<file path="src/design/ipst_pkg.sv">
// ipst_pkg: types and constants shared by the interval packet statistics design.
// No dependencies.
package ipst_pkg;

  typedef struct packed {
    logic [31:0] timestamp_seconds;
    logic [15:0] total_length;
    logic [1:0]  protocol_kind;
    logic [3:0]  tcp_header_words;
    logic        tcp_push;
    logic [31:0] source_address;
  } in_item_t;

  typedef struct packed {
    logic [31:0] interval_end;
    logic        direction;
    logic [4:0]  statistic_index;
    logic [31:0] statistic_value;
    logic        last_of_run;
  } out_item_t;

  typedef enum logic [2:0] {
    ST_CLEAR,
    ST_IDLE,
    ST_CHECK,
    ST_RPT_RD,
    ST_RPT_OUT,
    ST_ALIGN_WAIT,
    ST_UPD,
    ST_UPD_LAST
  } state_t;

  typedef struct packed {
    logic rd_en;
    logic wr_en;
    logic wr_clear;
  } ctr_cmd_t;

  typedef struct packed {
    logic busy;
    logic done;
  } align_status_t;

  localparam int unsigned PADDR_W = 4;

  localparam logic [1:0] REG_INTERVAL_LENGTH = 2'd0;
  localparam logic [1:0] REG_LOCAL_ADDRESS   = 2'd1;
  localparam logic [1:0] REG_START_TIME      = 2'd2;

  localparam logic [31:0] LENGTH_RESET = 32'd60;

  localparam logic [1:0] KIND_TCP = 2'd0;
  localparam logic [1:0] KIND_UDP = 2'd1;

  // per-direction statistic slots, also the update op sequence
  localparam logic [2:0] STAT_PACKETS   = 3'd0;
  localparam logic [2:0] STAT_PAYLOAD   = 3'd1;
  localparam logic [2:0] STAT_PUSH      = 3'd2;
  localparam logic [2:0] STAT_UDP_BYTES = 3'd3;
  localparam logic [2:0] STAT_UDP_COUNT = 3'd4;
  localparam logic [2:0] STAT_BIN       = 3'd5;
  localparam int unsigned NUM_FIXED_STATS = 5;

  localparam logic [15:0] HDR_UDP = 16'd8;

  // total_length / 100 as (total_length * 5243) >> 19, exact below 43699,
  // well past the bin cap
  localparam int unsigned BIN_PROD_W = 29;
  localparam int unsigned BIN_SHIFT  = 19;
  localparam int unsigned BIN_Q_W    = 10;
  localparam logic [BIN_PROD_W-1:0] BIN_RECIP = 29'd5243;

endpackage

</file>
<file path="src/design/interval_packet_statistics_unit.sv">
// interval_packet_statistics_unit: top level, register port and sequencer.
// Depends on ipst_pkg, ipst_align and ipst_ctr.
// Occupancy: a TCP or UDP packet holds the block after its accept for the check,
// six counter read-modify-writes through one adder and a last write; another kind for the check only.
// A rollover adds a memory read and then an output for each of 2*(5+SIZE_BINS) report beats,
// then an align wait state, plus waits while the output is stalled.
// A start_time write runs the align unit; input stalls meanwhile.
// Reset: synchronous; afterwards a clearing pass over all 2*(5+SIZE_BINS) counter entries.
module interval_packet_statistics_unit #(
  parameter int unsigned SIZE_BINS     = 16,
  parameter int unsigned COUNTER_WIDTH = 32
) (
  input  logic                          clk,
  input  logic                          rst,
  input  logic                          pkt_valid,
  output logic                          pkt_stall,
  input  ipst_pkg::in_item_t            pkt,
  output logic                          rpt_valid,
  input  logic                          rpt_stall,
  output ipst_pkg::out_item_t           rpt,
  input  logic                          psel,
  input  logic                          penable,
  input  logic                          pwrite,
  input  logic [ipst_pkg::PADDR_W-1:0]  paddr,
  input  logic [31:0]                   pwdata,
  output logic [31:0]                   prdata,
  output logic                          pready
);

  localparam int unsigned NSTATS = ipst_pkg::NUM_FIXED_STATS + SIZE_BINS;
  localparam int unsigned DEPTH  = 2 * NSTATS;
  localparam int unsigned AW     = $clog2(DEPTH);
  localparam int unsigned IW     = $clog2(NSTATS);
  localparam int unsigned BW     = $clog2(SIZE_BINS);
  localparam int unsigned CW     = COUNTER_WIDTH;
  localparam logic [ipst_pkg::BIN_Q_W-1:0] BINS_Q = ipst_pkg::BIN_Q_W'(SIZE_BINS);

  ipst_pkg::state_t state;
  ipst_pkg::state_t state_next;

  logic [31:0] interval_length;
  logic [31:0] local_address;
  logic [31:0] start_time;
  logic [31:0] interval_start;
  logic [31:0] leff;

  logic        apb_wr;
  logic [1:0]  reg_idx;

  // latched packet
  logic [31:0] ts;
  logic [1:0]  kind;
  logic        push;
  logic        pkt_dir;
  logic [15:0] payload;
  logic [ipst_pkg::BIN_Q_W-1:0] bin_q;
  logic [BW-1:0] bin_idx;

  logic [15:0] hdr_in;
  logic [15:0] payload_in;
  logic [ipst_pkg::BIN_PROD_W-1:0] bin_prod;

  logic [31:0] end_time;
  logic [31:0] delta;
  logic        roll;
  logic        counted;

  logic [AW-1:0] sweep_addr;
  logic [IW-1:0] rpt_idx;
  logic          rpt_dir;
  logic          rpt_last;
  logic [AW-1:0] rpt_addr;
  logic [IW+4:0] idx_wide;
  logic [CW+31:0] val_wide;

  logic [2:0]    upd_op;
  logic [AW-1:0] op_addr;
  logic [CW-1:0] op_add;
  logic [AW-1:0] pend_addr;
  logic [CW-1:0] pend_add;

  ipst_pkg::ctr_cmd_t cmd;
  logic [AW-1:0] rd_addr;
  logic [AW-1:0] wr_addr;
  logic [CW-1:0] addend;
  logic [CW-1:0] rdata;

  logic        align_start;
  logic [31:0] align_value;
  logic [31:0] aligned;
  ipst_pkg::align_status_t align_st;

  logic pkt_acc;
  logic rpt_acc;

  ipst_align u_align (
    .clk     (clk),
    .rst     (rst),
    .start   (align_start),
    .value   (align_value),
    .modulus (leff),
    .aligned (aligned),
    .status  (align_st)
  );

  ipst_ctr #(
    .DEPTH (DEPTH),
    .AW    (AW),
    .CW    (CW)
  ) u_ctr (
    .clk     (clk),
    .cmd     (cmd),
    .rd_addr (rd_addr),
    .wr_addr (wr_addr),
    .addend  (addend),
    .rdata   (rdata)
  );

  // register port
  assign pready  = 1'b1;
  assign apb_wr  = psel & penable & pwrite;
  assign reg_idx = paddr[3:2];
  assign leff    = (interval_length == 32'd0) ? 32'd1 : interval_length;

  always_comb begin
    case (reg_idx)
      ipst_pkg::REG_INTERVAL_LENGTH: prdata = interval_length;
      ipst_pkg::REG_LOCAL_ADDRESS:   prdata = local_address;
      ipst_pkg::REG_START_TIME:      prdata = start_time;
      default:                       prdata = '0;
    endcase
  end

  always_ff @(posedge clk) begin
    if (rst) begin
      interval_length <= ipst_pkg::LENGTH_RESET;
      local_address   <= '0;
      start_time      <= '0;
    end else if (apb_wr) begin
      case (reg_idx)
        ipst_pkg::REG_INTERVAL_LENGTH: interval_length <= pwdata;
        ipst_pkg::REG_LOCAL_ADDRESS:   local_address   <= pwdata;
        ipst_pkg::REG_START_TIME:      start_time      <= pwdata;
        default: ;
      endcase
    end
  end

  always_ff @(posedge clk) begin
    if (rst) begin
      interval_start <= '0;
    end else if (align_st.done) begin
      interval_start <= aligned;
    end
  end

  // packet front end
  assign hdr_in = (pkt.protocol_kind == ipst_pkg::KIND_TCP) ?
                  {10'd0, pkt.tcp_header_words, 2'b00} : ipst_pkg::HDR_UDP;
  assign payload_in = (pkt.total_length > hdr_in) ? pkt.total_length - hdr_in : '0;
  assign bin_prod = ipst_pkg::BIN_PROD_W'(pkt.total_length) * ipst_pkg::BIN_RECIP;

  assign delta   = ts - interval_start;
  assign roll    = (ts > interval_start) && (delta > leff);
  assign counted = (kind == ipst_pkg::KIND_TCP) || (kind == ipst_pkg::KIND_UDP);

  assign pkt_acc = pkt_valid & ~pkt_stall;
  assign rpt_acc = rpt_valid & ~rpt_stall;

  // report addressing
  assign rpt_last = rpt_dir && (rpt_idx == IW'(NSTATS - 1));
  assign rpt_addr = rpt_dir ? AW'(NSTATS) + AW'(rpt_idx) : AW'(rpt_idx);
  assign idx_wide = {5'd0, rpt_idx};
  assign val_wide = {32'd0, rdata};

  assign rpt.interval_end    = end_time;
  assign rpt.direction       = rpt_dir;
  assign rpt.statistic_index = idx_wide[4:0];
  assign rpt.statistic_value = val_wide[31:0];
  assign rpt.last_of_run     = rpt_last;

  // update op address and increment
  always_comb begin
    if (upd_op == ipst_pkg::STAT_BIN) begin
      op_addr = (pkt_dir ? AW'(NSTATS) : AW'(0)) + AW'(ipst_pkg::NUM_FIXED_STATS)
                + AW'(bin_idx);
    end else begin
      op_addr = (pkt_dir ? AW'(NSTATS) : AW'(0)) + AW'(upd_op);
    end
    case (upd_op)
      ipst_pkg::STAT_PACKETS:   op_add = CW'(1);
      ipst_pkg::STAT_PAYLOAD:   op_add = CW'(payload);
      ipst_pkg::STAT_PUSH:      op_add = CW'(push && (kind == ipst_pkg::KIND_TCP));
      ipst_pkg::STAT_UDP_BYTES: op_add = (kind == ipst_pkg::KIND_UDP) ? CW'(payload) : '0;
      ipst_pkg::STAT_UDP_COUNT: op_add = CW'(kind == ipst_pkg::KIND_UDP);
      default:                  op_add = CW'(1);
    endcase
  end

  always_ff @(posedge clk) begin
    if (rst) begin
      state <= ipst_pkg::ST_CLEAR;
    end else begin
      state <= state_next;
    end
  end

  always_comb begin
    state_next  = state;
    pkt_stall   = 1'b1;
    rpt_valid   = 1'b0;
    cmd         = '0;
    rd_addr     = '0;
    wr_addr     = '0;
    addend      = '0;
    align_start = apb_wr && (reg_idx == ipst_pkg::REG_START_TIME);
    align_value = pwdata;
    case (state)
      ipst_pkg::ST_CLEAR: begin
        cmd.wr_en    = 1'b1;
        cmd.wr_clear = 1'b1;
        wr_addr      = sweep_addr;
        if (sweep_addr == AW'(DEPTH - 1)) begin
          state_next = ipst_pkg::ST_IDLE;
        end
      end
      ipst_pkg::ST_IDLE: begin
        pkt_stall = align_st.busy | align_st.done;
        if (pkt_acc) begin
          state_next = ipst_pkg::ST_CHECK;
        end
      end
      ipst_pkg::ST_CHECK: begin
        if (roll) begin
          align_start = 1'b1;
          align_value = ts;
          state_next  = ipst_pkg::ST_RPT_RD;
        end else if (counted) begin
          state_next = ipst_pkg::ST_UPD;
        end else begin
          state_next = ipst_pkg::ST_IDLE;
        end
      end
      ipst_pkg::ST_RPT_RD: begin
        cmd.rd_en  = 1'b1;
        rd_addr    = rpt_addr;
        state_next = ipst_pkg::ST_RPT_OUT;
      end
      ipst_pkg::ST_RPT_OUT: begin
        rpt_valid = 1'b1;
        if (!rpt_stall) begin
          cmd.wr_en    = 1'b1;
          cmd.wr_clear = 1'b1;
          wr_addr      = rpt_addr;
          state_next   = rpt_last ? ipst_pkg::ST_ALIGN_WAIT : ipst_pkg::ST_RPT_RD;
        end
      end
      ipst_pkg::ST_ALIGN_WAIT: begin
        if (!align_st.busy) begin
          state_next = counted ? ipst_pkg::ST_UPD : ipst_pkg::ST_IDLE;
        end
      end
      ipst_pkg::ST_UPD: begin
        cmd.rd_en = 1'b1;
        rd_addr   = op_addr;
        if (upd_op != ipst_pkg::STAT_PACKETS) begin
          cmd.wr_en = 1'b1;
          wr_addr   = pend_addr;
          addend    = pend_add;
        end
        if (upd_op == ipst_pkg::STAT_BIN) begin
          state_next = ipst_pkg::ST_UPD_LAST;
        end
      end
      ipst_pkg::ST_UPD_LAST: begin
        cmd.wr_en  = 1'b1;
        wr_addr    = pend_addr;
        addend     = pend_add;
        state_next = ipst_pkg::ST_IDLE;
      end
      default: begin
        state_next = ipst_pkg::ST_IDLE;
      end
    endcase
  end

  // sequencer counters
  always_ff @(posedge clk) begin
    if (rst) begin
      sweep_addr <= '0;
      rpt_idx    <= '0;
      rpt_dir    <= 1'b0;
      upd_op     <= ipst_pkg::STAT_PACKETS;
    end else begin
      if (state == ipst_pkg::ST_CLEAR) begin
        sweep_addr <= sweep_addr + AW'(1);
      end
      if (state == ipst_pkg::ST_CHECK) begin
        rpt_idx <= '0;
        rpt_dir <= 1'b0;
        upd_op  <= ipst_pkg::STAT_PACKETS;
      end else if ((state == ipst_pkg::ST_RPT_OUT) && rpt_acc) begin
        if (rpt_idx == IW'(NSTATS - 1)) begin
          rpt_idx <= '0;
          rpt_dir <= 1'b1;
        end else begin
          rpt_idx <= rpt_idx + IW'(1);
        end
      end else if (state == ipst_pkg::ST_UPD) begin
        upd_op <= upd_op + 3'd1;
      end
    end
  end

  // packet and op payload registers
  always_ff @(posedge clk) begin
    if (pkt_acc) begin
      ts      <= pkt.timestamp_seconds;
      kind    <= pkt.protocol_kind;
      push    <= pkt.tcp_push;
      pkt_dir <= (pkt.source_address != local_address);
      payload <= payload_in;
      bin_q   <= bin_prod[ipst_pkg::BIN_SHIFT +: ipst_pkg::BIN_Q_W];
    end
    if (state == ipst_pkg::ST_CHECK) begin
      end_time <= interval_start + leff;
      bin_idx  <= (bin_q >= BINS_Q) ? BW'(SIZE_BINS - 1) : bin_q[BW-1:0];
    end
    if (state == ipst_pkg::ST_UPD) begin
      pend_addr <= op_addr;
      pend_add  <= op_add;
    end
  end

endmodule

</file>
<file path="src/design/ipst_align.sv">
// ipst_align: rounds a value down to a multiple of a modulus with a
// restoring remainder, one quotient bit per cycle. Depends on ipst_pkg.
module ipst_align (
  input  logic                   clk,
  input  logic                   rst,
  input  logic                   start,
  input  logic [31:0]            value,
  input  logic [31:0]            modulus,
  output logic [31:0]            aligned,
  output ipst_pkg::align_status_t status
);

  logic        running;
  logic        finish;
  logic        done;
  logic [4:0]  step;
  logic [31:0] orig;
  logic [31:0] dvd;
  logic [31:0] dvs;
  logic [31:0] rem;
  logic [32:0] trial;
  logic [32:0] diff;
  logic [31:0] rem_next;

  always_comb begin
    trial = {rem, dvd[31]};
    diff  = trial - {1'b0, dvs};
    if (trial >= {1'b0, dvs}) begin
      rem_next = diff[31:0];
    end else begin
      rem_next = trial[31:0];
    end
  end

  always_ff @(posedge clk) begin
    if (rst) begin
      running <= 1'b0;
      finish  <= 1'b0;
      done    <= 1'b0;
      step    <= '0;
    end else begin
      done <= 1'b0;
      if (start) begin
        running <= 1'b1;
        finish  <= 1'b0;
        step    <= '0;
      end else if (running) begin
        step <= step + 5'd1;
        if (step == 5'd31) begin
          running <= 1'b0;
          finish  <= 1'b1;
        end
      end else if (finish) begin
        finish <= 1'b0;
        done   <= 1'b1;
      end
    end
  end

  always_ff @(posedge clk) begin
    if (start) begin
      orig <= value;
      dvd  <= value;
      dvs  <= modulus;
      rem  <= '0;
    end else if (running) begin
      rem <= rem_next;
      dvd <= {dvd[30:0], 1'b0};
    end else if (finish) begin
      aligned <= orig - rem;
    end
  end

  assign status.busy = running | finish;
  assign status.done = done;

endmodule

</file>
<file path="src/design/ipst_ctr.sv">
// ipst_ctr: counter memory with its read-modify-write adder.
// Depends on ipst_pkg.
module ipst_ctr #(
  parameter int unsigned DEPTH = 42,
  parameter int unsigned AW    = 6,
  parameter int unsigned CW    = 32
) (
  input  logic                clk,
  input  ipst_pkg::ctr_cmd_t  cmd,
  input  logic [AW-1:0]       rd_addr,
  input  logic [AW-1:0]       wr_addr,
  input  logic [CW-1:0]       addend,
  output logic [CW-1:0]       rdata
);

  logic [CW-1:0] mem [DEPTH];
  logic [CW-1:0] wdata;

  // rdata holds the entry read in the previous read cycle
  assign wdata = cmd.wr_clear ? '0 : rdata + addend;

  always_ff @(posedge clk) begin
    if (cmd.wr_en) begin
      mem[wr_addr] <= wdata;
    end
    if (cmd.rd_en) begin
      rdata <= mem[rd_addr];
    end
  end

endmodule

</file>
<file path="config.mk">
export PLATFORM = sky130hd
export DESIGN_NAME = interval_packet_statistics_unit
export DESIGN_NICKNAME = d
export VERILOG_FILES = /design/src/design/ipst_pkg.sv /design/src/design/interval_packet_statistics_unit.sv /design/src/design/ipst_align.sv /design/src/design/ipst_ctr.sv
export SDC_FILE = /design/constraint.sdc
export NUM_CORES = 2
export LEC_CHECK = 0
export ABC_CLOCK_PERIOD_IN_PS = 8000
export BUFFER_PORTS_ARGS = -buffer_cell sky130_fd_sc_hd__buf_4
export CAP_MARGIN = 0
export CORE_UTILIZATION = 41
export CTS_CLUSTER_DIAMETER = 80
export CTS_CLUSTER_SIZE = 40
export DETAILED_ROUTE_END_ITERATION = 6
export GPL_TIMING_DRIVEN = 1
export PLACE_DENSITY_LB_ADDON = 0.3
export SLEW_MARGIN = 10
export SYNTH_ARGS = -nofsm -noshare
export SYNTH_HDL_FRONTEND = slang
export SYNTH_SLANG_ARGS = --single-unit
</file>
<file path="constraint.sdc">
create_clock -name clk -period 8 [get_ports clk]
set_clock_uncertainty 0.15 [all_clocks]
set_input_delay 0.8 -clock clk [delete_from_list [all_inputs] [get_ports clk]]
set_output_delay 0.8 -clock clk [all_outputs]
set_load 0.02 [all_outputs]
</file>
==> results.md <==
* Share of post-route cells with drive strength above 1 at 17.56%
* P&R area growth vs syn at 11.39%
* Reg2reg end: u_align.aligned[14]$_DFFE_PP_
* CTS tree: yes
* Number of core rows at 164
* Clock buffer depth at 3
* Setup TNS at 0 ns
* Global route overflow at 0
* R2R Setup Slk at 1.03 ns
* Worst R2R Start: interval_start[1]$_SDFFE_PP0P_
* Register bit total from synthesis at 1810
* Most used DFF post-synth: edfxtp_1
* GRT Overall Usage at 20.29%
* Post-route DRC at 0
* Post-synthesis cell count at 5489
* Commonest cells after routing, fill and taps aside: edfxtp_1, nand2_1, mux4_2, buf_4, inv_1
* Setup violators final at 0
* Worst-Skew Late Latency at 0.79 ns
* Leakage at 32.33 nW
* Synth area leader: edfxtp_1
* Critical Path AT at 7.22 ns
* Placed Cells at 8236
* Sequential share of power at 53.0%
* CTS Root Cell: clkbuf_16
* CTS buffer count at 93
* Clock transition at path regs at 0.12 ns
* Hold WC Path Type: in2reg
* Post-synth cell types at 82
* Hold Startpoint: pkt[57]
* Final-layout fill cell count at 17222
* Port Buffers at 232
* Synth warn at 0
* VDD IR max at 0.1602 mV
* Fraction of registers with async set/reset at 0%
* WHS at 0.04985 ns
* DRT antenna net count at 0
* Tcrit/Tclk final at 87.14%
* RSZ-0062 raised after global routing: no
* Number of synthesized flops with an enable pin at 1624
* DRT Wirelength at 208600 um
* Most common cell after layout, fill and taps aside: edfxtp_1
* Kind of critical path: reg2reg
* Cell internal pwr at 0.01428 W
* Num ports at 236
* Worst Path Max Fanout at 32
* Vias in the first global route at 46568
* Setup bufs post-CTS at 0
* First-pass GRT wire length at 307000 um
* Total core area at 199700 um2
* Comb power frac at 14.9%
* Seq/Total Area, Yosys at 63.71%
* Via density at 5.579
* Fmax at 143.4 MHz
* Reg area at 52490 um2
* Final Hold Fails at 0
* Share of the synthesized area in the top cell type at 59.19%
* Placement Cell Area at 87790 um2
* Non-Filler Instances at 8425
* Ranking of synthesized cells by area: edfxtp_1, mux4_2, ha_1
* Min cycle time layout at 6.971 ns
* Hold path depth at 1
* Worst Max-Slew Pin Slew at 1.193 ns
* Nets at 6211
* Endpoint, Worst Hold: ts[2]$_DFFE_PP_
* DRT Pass-1 Iters at 6
* Crit path required time at 8.25 ns
* Post-synth design cell area at 82380 um2
* Area of the multi-input gates at 27920 um2
* Sw Share at 28.00%
* Mean post-synth cell area at 15.01 um2
* Htree depth at 3
* DIE WIDTH at 450.3 um
* Placer Congestion at 0.9376
* CP Capture Type: flop
* Starting Density at 41.26%
* Net switching power at 0.005553 W
* Max Transition Viols Final at 0
* Crit path launch type: flop
* DR vias at 47005
* Pin count of the biggest net entering global routing at 103
* Pwr/cell area at 216.1 nW/um2
* Post_cts resized at 0
* DIE AREA at 202700 um2
* Per-cell routed wire length at 24.76 um
* Iter 0 DRT Violations at 4487
* Outcome: finished clean
* Clk network pwr share at 32.1%
* Initial antenna violation count at 5
* DP HPWL at 134200 um
* Design Area, Final at 91770 um2
* Synth Net Count at 6012
* # clock sinks at 1810
* Relative slew slack at 20.50%
* Worst R2R Path Depth at 24
* DIE HEIGHT at 450.3 um
* Max cap viols at 0
-- power groups by stage --
stage	Sequential (W)	Clock [W]	Combinational [W]
after floorplan	0.0107	0	0.00223
after global placement	0.0107	0	0.00288
after detailed placement	0.0107	0	0.00292
after CTS	0.0105	0.00651	0.00297
after global routing	0.0105	0.00681	0.00336
final	0.0105	0.00637	0.00296
-- cell usage after synthesis, types with 6 or more instances --
| master | n |
|---|---|
| edfxtp_1 | 1624 |
| nand2_1 | 429 |
| mux4_2 | 352 |
| inv_1 | 335 |
| ha_1 | 312 |
| nor2_1 | 300 |
| a21oi_1 | 276 |
| mux2i_1 | 196 |
| o21ai_0 | 191 |
| dfxtp_1 | 186 |
| xnor2_1 | 151 |
| clkbuf_1 | 148 |
| fa_1 | 81 |
| a21o_1 | 76 |
| a211oi_1 | 66 |
| xor2_1 | 54 |
| a31oi_1 | 53 |
| and3_1 | 52 |
| buf_2 | 51 |
| and2_1 | 47 |
| nor3_1 | 45 |
| nand2b_1 | 42 |
| a21boi_0 | 39 |
| buf_4 | 38 |
| nor2b_1 | 37 |
| nand4_1 | 35 |
| nand3_1 | 29 |
| buf_1 | 21 |
| or3_1 | 20 |
| o21a_1 | 18 |
| nor4_1 | 15 |
| o21ai_1 | 13 |
| or2_2 | 13 |
| o21bai_1 | 12 |
| o211ai_1 | 10 |
| o22ai_1 | 10 |
| a211o_1 | 8 |
| and4_1 | 8 |
| nor3b_1 | 8 |
| o31ai_1 | 7 |
| a22oi_1 | 6 |
| a31o_2 | 6 |
-- critical path, stage by stage, from the launching register on --
cell      delay, ns
dfxtp_1        0.42
inv_1          0.11
ha_1           0.31
nor2b_1        0.15
o21bai_1       0.13
a21boi_1       0.11
o31ai_1        0.46
o21ai_1        0.23
a31o_2         0.35
a311o_1        0.40
a311o_1        0.33
a31o_2         0.24
a21oi_1        0.16
xnor2_1        0.08
ha_1           0.30
nand4_1        0.17
nor4_1         0.44
nand2_1        0.09
o31ai_1        0.25
nor3_1         0.07
buf_4          0.17
and2_2         0.32
nor2_4         0.20
clkinv_2       0.12
nor2_4         0.78
-- kinds of logic after synthesis --
family	share of synthesized area, %
flops	63.71
simple gates	6.002
compound gates	6.300
xor+xnor	2.179
mux	12.06
other cells	0.004552
fa+ha+maj	6.707
buf+inv	3.034
-- through the flow --
step | power, W | worst slack, ns | util, %
2_1_floorplan | 0.01290 | 0.8488 | -
3_3_place_gp | 0.01359 | 1.017 | 43.97
3_5_place_dp | 0.01364 | 1.059 | 43.97
4_1_cts | 0.01998 | 1.009 | 45.96
5_1_grt | 0.02069 | 0.5013 | 45.96
6_report | 0.01983 | 1.029 | 45.96
-- state kept, by name, summed over array words and instances, names as in the netlist, 5 cells and up --
signal	flops
local_address	32
bin_q	10
end_time	32
u_align.aligned	32
rpt_idx	5
u_align.step	5
u_ctr.rdata	32
u_ctr.mem	1344
interval_length	32
u_align.orig	32
start_time	32
u_align.dvs	32
payload	16
pend_add	16
u_align.dvd	32
sweep_addr	6
ts	32
interval_start	32
pend_addr	6
u_align.rem	32
-- metal layers --
metal  track usage, %  up-vias  part of all wire, %
li1                 -    21079                    -
met1            26.87    24322                   41
met2            34.37     1344                   50
met3            2.220      258                  5.5
met4            7.621        2                  3.7
met5                0        -               0.0062
-- repair_timing --
action / 4_1_cts / 5_1_grt
endpoints found under the setup margin: 0 / 0
endpoints found under the hold margin: 13 / 0
hold buffers: 13 / 0
-- worst max-delay path by stage --
stage          depth (start not counted)                            end  slack (ns)                      startpoint
2_1_floorplan                         25   u_align.aligned[0]$_DFFE_PP_        0.85  interval_start[1]$_SDFFE_PP0P_
3_3_place_gp                          24   u_align.aligned[0]$_DFFE_PP_        1.02  interval_start[1]$_SDFFE_PP0P_
3_5_place_dp                          24   u_align.aligned[1]$_DFFE_PP_        1.06  interval_start[1]$_SDFFE_PP0P_
4_1_cts                               24  u_align.aligned[10]$_DFFE_PP_        1.01  interval_start[1]$_SDFFE_PP0P_
5_1_grt                               24  u_align.aligned[20]$_DFFE_PP_        0.50  interval_start[1]$_SDFFE_PP0P_
6_report                              24  u_align.aligned[14]$_DFFE_PP_        1.03  interval_start[1]$_SDFFE_PP0P_
-- final cells by class --
cell class | instances | area share [%]
Inverter | 336 | 1.376
Timing Repair Buffer | 368 | 3.182
Clock inverter | 78 | 1.576
Clock buffer | 97 | 2.610
Tap cell | 2656 | 3.621
Multi-Input combinational cell | 3079 | 30.43
Antenna cell | 1 | 0.002727
Sequential cell | 1810 | 57.20
(Power assumes the default switching activity.)
